[src/sv/two_button_short_long_press_defines.svh]
// Assertion macros used by the press detector top level.
`ifndef TWO_BUTTON_SHORT_LONG_PRESS_DEFINES_SVH
`define TWO_BUTTON_SHORT_LONG_PRESS_DEFINES_SVH

`ifndef NO_ASSERTIONS
// Same-cycle implication, checked at every rising edge out of reset.
`define TBSLP_ASSERT_SAME(label, ante, cons) \
   label: assert property (@(posedge clock) disable iff (reset) (ante) |-> (cons)) \
      else $error("tbslp assertion failed");
// Next-cycle implication, checked at every rising edge out of reset.
`define TBSLP_ASSERT_NEXT(label, ante, cons) \
   label: assert property (@(posedge clock) disable iff (reset) (ante) |=> (cons)) \
      else $error("tbslp assertion failed");
`else
`define TBSLP_ASSERT_SAME(label, ante, cons)
`define TBSLP_ASSERT_NEXT(label, ante, cons)
`endif

`endif

[src/sv/tbslp_pkg.sv]
// Types, action codes and the per-button step function of the press detector.
package tbslp_pkg;

   localparam int unsigned TimeWidth = 32;
   localparam int unsigned CsrWidth  = 16;

   localparam logic [CsrWidth-1:0] LockoutResetMs   = 16'd50;
   localparam logic [CsrWidth-1:0] LongPressResetMs = 16'd2000;

   // register indexes on the write port
   localparam logic CSR_LOCKOUT    = 1'b0;
   localparam logic CSR_LONG_PRESS = 1'b1;

   // up button action codes
   localparam logic [2:0] UP_NONE    = 3'd0;
   localparam logic [2:0] UP_SCROLL  = 3'd1;
   localparam logic [2:0] UP_VOLUME  = 3'd2;
   localparam logic [2:0] UP_CONFIRM = 3'd3;
   localparam logic [2:0] UP_TOGGLE  = 3'd4;

   // down button action codes
   localparam logic [1:0] DN_NONE   = 2'd0;
   localparam logic [1:0] DN_SCROLL = 2'd1;
   localparam logic [1:0] DN_VOLUME = 2'd2;
   localparam logic [1:0] DN_BACK   = 2'd3;

   typedef struct packed {
      logic [CsrWidth-1:0] lockout_ms;
      logic [CsrWidth-1:0] long_hold_ms;
   } csr_type;

   typedef struct packed {
      logic [TimeWidth-1:0] now_ms;
      logic                 up_level;
      logic                 down_level;
      logic                 audio_playing;
      logic                 menu_open;
   } sample_type;

   typedef struct packed {
      logic                 held;
      logic [TimeWidth-1:0] press_time;
      logic                 long_done;
   } button_type;

   typedef struct packed {
      logic [TimeWidth-1:0] last_event_time;
      button_type           up;
      button_type           down;
   } state_type;

   typedef struct packed {
      logic       stop_audio;
      logic [2:0] up_action;
      logic [1:0] down_action;
   } result_type;

   typedef struct packed {
      button_type btn;
      logic       evt;
      logic       long_hit;
      logic       short_hit;
   } button_step_type;

   // Advance one button by one sample. Elapsed time wraps modulo 2^32.
   function automatic button_step_type button_step(
      input button_type           cur,
      input logic                 level,
      input logic [TimeWidth-1:0] now,
      input logic [CsrWidth-1:0]  long_ms
   );
      button_step_type      res;
      logic [TimeWidth-1:0] start;
      logic                 done;
      logic [TimeWidth-1:0] elapsed;
      logic                 reached;
      start   = cur.held ? cur.press_time : now;
      done    = cur.held ? cur.long_done : 1'b0;
      elapsed = now - start;
      reached = elapsed >= {{(TimeWidth-CsrWidth){1'b0}}, long_ms};
      res     = '0;
      res.btn = cur;
      if (level) begin
         res.btn.held       = 1'b1;
         res.btn.press_time = start;
         res.long_hit       = !done && reached;
         res.btn.long_done  = done || res.long_hit;
         res.evt            = res.long_hit;
      end else if (cur.held) begin
         res.short_hit = !cur.long_done && !reached;
         res.btn       = '0;
         res.evt       = 1'b1;
      end
      return res;
   endfunction

endpackage

[src/sv/tbslp_csr.sv]
// Configuration registers: lockout time and long-press time.
module tbslp_csr (
   input  logic                           clock,
   input  logic                           reset,
   input  logic                           csr_we,
   input  logic                           csr_addr,
   input  logic [tbslp_pkg::CsrWidth-1:0] csr_wdata,
   output tbslp_pkg::csr_type             cfg
);

   tbslp_pkg::csr_type cfg_ff;
   tbslp_pkg::csr_type cfg_in;

   always_comb begin
      cfg_in = cfg_ff;
      if (csr_we) begin
         unique case (csr_addr)
            tbslp_pkg::CSR_LOCKOUT:    cfg_in.lockout_ms   = csr_wdata;
            tbslp_pkg::CSR_LONG_PRESS: cfg_in.long_hold_ms = csr_wdata;
            default:                   cfg_in = cfg_ff;
         endcase
      end
   end

   always_ff @(posedge clock) begin
      if (reset) begin
         cfg_ff.lockout_ms   <= tbslp_pkg::LockoutResetMs;
         cfg_ff.long_hold_ms <= tbslp_pkg::LongPressResetMs;
      end else begin
         cfg_ff <= cfg_in;
      end
   end

   assign cfg = cfg_ff;

endmodule

[src/sv/tbslp_eval.sv]
// One-sample evaluation: lockout, audio stop, and short/long press decisions.
module tbslp_eval (
   input  tbslp_pkg::csr_type    cfg,
   input  tbslp_pkg::sample_type sample,
   input  tbslp_pkg::state_type  cur,
   output tbslp_pkg::state_type  nxt,
   output tbslp_pkg::result_type result
);

   logic [tbslp_pkg::TimeWidth-1:0] since_event;
   logic                            locked;
   logic                            stop;
   tbslp_pkg::button_step_type      up_step;
   tbslp_pkg::button_step_type      dn_step;

   assign since_event = sample.now_ms - cur.last_event_time;
   assign locked = since_event <
                   {{(tbslp_pkg::TimeWidth-tbslp_pkg::CsrWidth){1'b0}}, cfg.lockout_ms};
   assign stop = (sample.up_level || sample.down_level) && sample.audio_playing &&
                 !sample.menu_open;

   always_comb begin
      up_step = tbslp_pkg::button_step(cur.up, sample.up_level, sample.now_ms,
                                       cfg.long_hold_ms);
      dn_step = tbslp_pkg::button_step(cur.down, sample.down_level, sample.now_ms,
                                       cfg.long_hold_ms);
      nxt    = cur;
      result = '0;
      priority if (locked) begin
         nxt = cur;
      end else if (stop) begin
         // forget both presses
         nxt                 = '0;
         nxt.last_event_time = sample.now_ms;
         result.stop_audio   = 1'b1;
      end else begin
         nxt.up   = up_step.btn;
         nxt.down = dn_step.btn;
         if (up_step.evt || dn_step.evt) begin
            nxt.last_event_time = sample.now_ms;
         end
         if (up_step.long_hit) begin
            result.up_action = sample.menu_open ? tbslp_pkg::UP_CONFIRM
                                                : tbslp_pkg::UP_TOGGLE;
         end else if (up_step.short_hit) begin
            result.up_action = sample.menu_open ? tbslp_pkg::UP_SCROLL
                                                : tbslp_pkg::UP_VOLUME;
         end
         // long down press outside the menu counts as an event with no action
         if (dn_step.long_hit && sample.menu_open) begin
            result.down_action = tbslp_pkg::DN_BACK;
         end else if (dn_step.short_hit) begin
            result.down_action = sample.menu_open ? tbslp_pkg::DN_SCROLL
                                                  : tbslp_pkg::DN_VOLUME;
         end
      end
   end

endmodule

[src/sv/two_button_short_long_press.sv]
// Top level of the two-button short/long press detector.
//
// req_* carries one poll sample per transfer: a wrapping millisecond
// timestamp, the up and down button levels, and the audio/menu status.
// rsp_* returns exactly one result per sample, in order: stop_audio and
// the up and down action codes (all zero when nothing fires or the
// sample falls inside the lockout window after an event).
// csr_* writes lockout_ms (index 0) and long_hold_ms (index 1); write
// only while no sample is in flight.
// Timing: a sample is captured in an input register and evaluated
// combinationally against the press state; the result lands in a result
// register that drives rsp_valid. One sample per cycle is sustained while
// rsp_stall is low; the press-state update loops from the state register
// through a 32-bit subtract and compare per button.
// Reset: synchronous reset empties both stages, clears the press state and
// loads lockout_ms = 50 and long_hold_ms = 2000.
// Back-pressure: while rsp_stall holds a result, the input register keeps
// one more sample; req_stall rises only when both are full and rsp_stall
// is high in that same cycle.
`include "two_button_short_long_press_defines.svh"

module two_button_short_long_press (
   input  logic                            clock,
   input  logic                            reset,

   input  logic                            req_valid,
   output logic                            req_stall,
   input  logic [tbslp_pkg::TimeWidth-1:0] req_now_ms,
   input  logic                            req_up_level,
   input  logic                            req_down_level,
   input  logic                            req_audio_playing,
   input  logic                            req_menu_open,

   output logic                            rsp_valid,
   input  logic                            rsp_stall,
   output logic                            rsp_stop_audio,
   output logic [2:0]                      rsp_up_action,
   output logic [1:0]                      rsp_down_action,

   input  logic                            csr_we,
   input  logic                            csr_addr,
   input  logic [tbslp_pkg::CsrWidth-1:0]  csr_wdata
);

   tbslp_pkg::csr_type    cfg;

   logic                  in_valid_ff;
   logic                  in_valid_in;
   tbslp_pkg::sample_type sample_ff;
   tbslp_pkg::sample_type sample_in;

   tbslp_pkg::state_type  state_ff;
   tbslp_pkg::state_type  state_in;
   tbslp_pkg::state_type  state_nxt;

   logic                  rsp_valid_ff;
   logic                  rsp_valid_in;
   tbslp_pkg::result_type result_ff;
   tbslp_pkg::result_type result_in;
   tbslp_pkg::result_type result_nxt;

   logic                  advance;
   logic                  req_take;

   tbslp_csr u_csr (
      .clock     (clock),
      .reset     (reset),
      .csr_we    (csr_we),
      .csr_addr  (csr_addr),
      .csr_wdata (csr_wdata),
      .cfg       (cfg)
   );

   tbslp_eval u_eval (
      .cfg    (cfg),
      .sample (sample_ff),
      .cur    (state_ff),
      .nxt    (state_nxt),
      .result (result_nxt)
   );

   // Move the captured sample into the result register when that slot is
   // empty or its result transfers this cycle.
   assign advance   = in_valid_ff && (!rsp_valid_ff || !rsp_stall);
   assign req_stall = in_valid_ff && !advance;
   assign req_take  = req_valid && !req_stall;

   always_comb begin
      in_valid_in = in_valid_ff;
      sample_in   = sample_ff;
      if (!req_stall) begin
         in_valid_in = req_valid;
      end
      if (req_take) begin
         sample_in.now_ms        = req_now_ms;
         sample_in.up_level      = req_up_level;
         sample_in.down_level    = req_down_level;
         sample_in.audio_playing = req_audio_playing;
         sample_in.menu_open     = req_menu_open;
      end
   end

   always_comb begin
      state_in     = state_ff;
      rsp_valid_in = rsp_valid_ff;
      result_in    = result_ff;
      if (rsp_valid_ff && !rsp_stall) begin
         rsp_valid_in = 1'b0;
      end
      if (advance) begin
         // commit the press state and load the result together
         state_in     = state_nxt;
         rsp_valid_in = 1'b1;
         result_in    = result_nxt;
      end
   end

   always_ff @(posedge clock) begin
      if (reset) begin
         in_valid_ff  <= 1'b0;
         rsp_valid_ff <= 1'b0;
         state_ff     <= '0;
      end else begin
         in_valid_ff  <= in_valid_in;
         rsp_valid_ff <= rsp_valid_in;
         state_ff     <= state_in;
      end
   end

   // payload registers, no reset
   always_ff @(posedge clock) begin
      sample_ff <= sample_in;
      result_ff <= result_in;
   end

   assign rsp_valid       = rsp_valid_ff;
   assign rsp_stop_audio  = result_ff.stop_audio;
   assign rsp_up_action   = result_ff.up_action;
   assign rsp_down_action = result_ff.down_action;

   // An audio stop result never carries a button action.
   `TBSLP_ASSERT_SAME(a_stop_alone, rsp_valid_ff && result_ff.stop_audio,
      result_ff.up_action == tbslp_pkg::UP_NONE && result_ff.down_action == tbslp_pkg::DN_NONE)
   // An audio stop forgets both presses.
   `TBSLP_ASSERT_NEXT(a_stop_clears, advance && result_nxt.stop_audio,
      !state_ff.up.held && !state_ff.down.held)
   // A waiting sample is never dropped from the input register.
   `TBSLP_ASSERT_NEXT(a_hold_sample, in_valid_ff && !advance, in_valid_ff && $stable(sample_ff))
   // The up action code stays within its defined set.
   `TBSLP_ASSERT_SAME(a_up_code, rsp_valid_ff, result_ff.up_action <= tbslp_pkg::UP_TOGGLE)

endmodule
[config.mk]
export PLATFORM = sky130hd
export DESIGN_NAME = two_button_short_long_press
export DESIGN_NICKNAME = d
export VERILOG_FILES = /design/src/sv/tbslp_pkg.sv /design/src/sv/tbslp_csr.sv /design/src/sv/tbslp_eval.sv /design/src/sv/two_button_short_long_press.sv
export VERILOG_INCLUDE_DIRS = /design/src /design/src/sv
export SDC_FILE = /design/constraint.sdc
export NUM_CORES = 1
export LEC_CHECK = 0
export ABC_AREA = 1
export BUFFER_PORTS_ARGS = -buffer_cell sky130_fd_sc_hd__buf_2
export CORE_ASPECT_RATIO = 1.2
export CORE_MARGIN = 1.5
export CORE_UTILIZATION = 65
export CTS_CLUSTER_DIAMETER = 80
export DETAILED_ROUTE_END_ITERATION = 16
export GPL_TIMING_DRIVEN = 0
export PLACE_DENSITY = 0.83
export SKIP_LAST_GASP = 1
export SLEW_MARGIN = 10
export SYNTH_ARGS = -nofsm -noshare
export SYNTH_HDL_FRONTEND = slang
export SYNTH_SLANG_ARGS = --single-unit
[constraint.sdc]
create_clock -name clock -period 10.1 [get_ports clock]
set_input_delay 1.515 -clock clock [delete_from_list [all_inputs] [get_ports clock]]
set_output_delay 1.515 -clock clock [all_outputs]
set_load 0.01 [all_outputs]
==> metrics <==
outcome=finished, final reports clean; Hold Violations, Final=0; Crit-path slowest cell=o21ai_0; Post-DP Area=0.0165 mm2; hpwl dp=43.9 mm; Port Buffers=65; antenna-violating nets left=0; Min Hold Slack=around 0.46 ns; share of layout cells above drive strength 1=5.11%; Tot GR Track Use=44.1%; cell taking the most area after synthesis=nand2_1; first-pass GRT wire length=85.6 mm; DR pass1 iterations=11; final worst-path setup slack=between 4 and 5 ns; critical path required time=10.46 ns; root buffer cell=clkbuf_16; die area=0.0252 mm2; CP max FO=10; CTS Hold Bufs=0; clk_lat worst skew=0.46 ns; initial antenna violation count=1; crit path capture type=flop; max incr delay on CP=roughly 0.95 ns; post-synthesis cell type count=41; #FFs+latches synth=176; post-cts sizing count=0; hold crit path type=reg -> reg; starting density of the core=65.9%; CTS tree=built; Mapped Cells=around 2,600; row cnt=62; sequential area share after synthesis=between 20 and 30%; Setup Buffers After CTS=0; pin count of the biggest net entering global routing=37; vias=17,800; htree depth=4; drt total wl=56.5 mm; placer congestion estimate=1.04; Max Fclk=0.166 GHz; routed len/inst=18.7 um; Die Span X=~150 um; Post-route DRC=0; CTS Buf Count=17; Yosys warning total=0; Pwr Density=148 mW/mm2; GRT overflow=0; Pins Over Slew Limit=0; Setup CP Type=reg -> reg; CP arrival=6.38 ns; Reg clk slew, reported paths=0.08 ns; Area contributors post-synth=nand2_1, dfxtp_1, ha_1; Startpoint Class=flop; fraction of registers with async set/reset=0%; Worst Tran Pin Value=1.13 ns; top cell type's share of synthesized area=between 10% and 20%; core box area=0.0239 mm2; final period utilization=59.7%; total clock sinks=about 180; crit-path most repeated cell=nand2_1; prevailing post-synth register cell=dfxtp_1; Vias/cell=5.91; DR iter-0 viols=2,001; nets=~2,900; min cycle time layout=6.03 ns; vias in the first global route=16,400; Synthesized Nets=roughly 2,800; Peak VDD IR=roughly 0.14 mV; P_leak=around 8.6 nW; number of enable flip-flop cells after synthesis=42; Syn Std Cell Area=approximately 0.016 mm2; Final setup viols=0; worst rel slew slack=approximately a quarter; setup_tns=0 ns; Setup WS pre-CTS=4.64 ns; clock skew=between 0.015 and 0.02 ns; Syn Area/Cell=6.05 um2; # diodes=0; unrepaired setup endpoints after global routing=false; CTS max path bufs=2; maxcap violations=0; IO Pins=66; Die Y=173 um; Area Overhead vs Synth=8.68%; design area=approximately 0.017 mm2
-- through the flow --
step / instances / util, % / total power, mW
floorplan: 2601 / - / 1.50
global placement: 2986 / 68.9 / 1.74
detailed placement: 2986 / 68.9 / 1.76
CTS: 3018 / 71.6 / 2.48
global route: 3018 / 71.6 / 2.65
finish: 3018 / 71.6 / 2.52
-- cells in the final DEF, fill, tap and decap left out, types with 7 or more instances in the layout --
cell / instances
xor2_1: 42
nand2_1: 823
nor2_1: 277
nand3_1: 142
nor3_1: 29
o21bai_1: 9
a21oi_1: 221
o211ai_1: 11
buf_2: 79
edfxtp_1: 42
clkbuf_1: 49
clkbuf_16: 17
nand4_1: 60
o21ai_0: 120
ha_1: 144
nand3b_1: 12
a211oi_1: 7
inv_1: 406
dfxtp_1: 134
xnor2_1: 7
-- final cells by class --
class	count	area [um2]
multi-input cells	1946	9940
fillers	2117	6790
flip-flops and latches	176	3940
inverters	410	1540
clock buffers	17	425
well taps	320	400
repair buffers	65	325
plain buffers	69	310
clock inverters	15	215
-- sequential cells by signal, indices dropped and copies added, names as in the netlist --
register,cells
sample_ff,36
rsp_up_action,3
u_csr.cfg,32
state_ff,100
rsp_down_action,2
in_valid_ff,1
rsp_valid,1
rsp_stop_audio,1
-- critical path: cells and delay by family, from the launching register on --
kind                       cells  cell delay (ns)
AOI/OAI and AO/OA              3             1.63
buffers and inverters          4             0.64
adders and majority gates      2             0.76
xor gates and xnor gates       1             0.21
and+or+nand+nor               19             2.02
DFF                            1             0.69
-- power breakdown --
part	internal, mW	total [mW]	leakage [nW]	switching [mW]
sequential	0.758	0.803	1.50	0.0445
clock	0.350	0.730	0.310	0.380
combinational	0.330	0.991	6.83	0.661
total	1.44	2.52	8.64	1.09
-- worst paths after layout --
path | endpoint | depth (start not counted) | from | slack, ns
min | state_ff[20]$_SDFFE_PP0P_ | 2 | state_ff[20]$_SDFFE_PP0P_ | 0.46
min reg2reg | state_ff[20]$_SDFFE_PP0P_ | 2 | state_ff[20]$_SDFFE_PP0P_ | 0.46
max reg2reg | state_ff[78]$_SDFFE_PP0P_ | 29 | sample_ff[5]$_DFFE_PP_ | 4.07
max | state_ff[78]$_SDFFE_PP0P_ | 29 | sample_ff[5]$_DFFE_PP_ | 4.07
-- logic make-up after synthesis --
family	count (synthesis)	synth area share (%)
buf+inv	479	11.8
flops	176	25.1
xor+xnor	49	2.73
compound gates	387	13.1
fa+ha+maj	147	11.8
simple gates	1363	35.6
-- routing by layer --
metal / track usage [%] / part of all wire [%] / routed length (um)
met1: 50.9 / 36 / 20500
met2: 70.7 / 44 / 24700
met3: 9.39 / 11 / 6040
met4: 35.4 / 9.3 / 5240
met5: 0 / 0 / 0
-- synth_stat cells, drive strengths merged (2+ instances only) --
cell type  number
ha            144
dfxtp         134
o211ai         11
o21ai         122
o21a            4
xor2           42
nor2          279
fa              3
nand4          60
buf            20
a21o            4
a21boi          4
a21oi         222
and3            4
nand2         828
nand3b         12
nor3           29
or2             4
o21ba           2
a211oi          7
edfxtp         42
o21bai          9
clkbuf         49
nand3         145
xnor2           7
inv           410
Power figures use the tool's default switching activity.
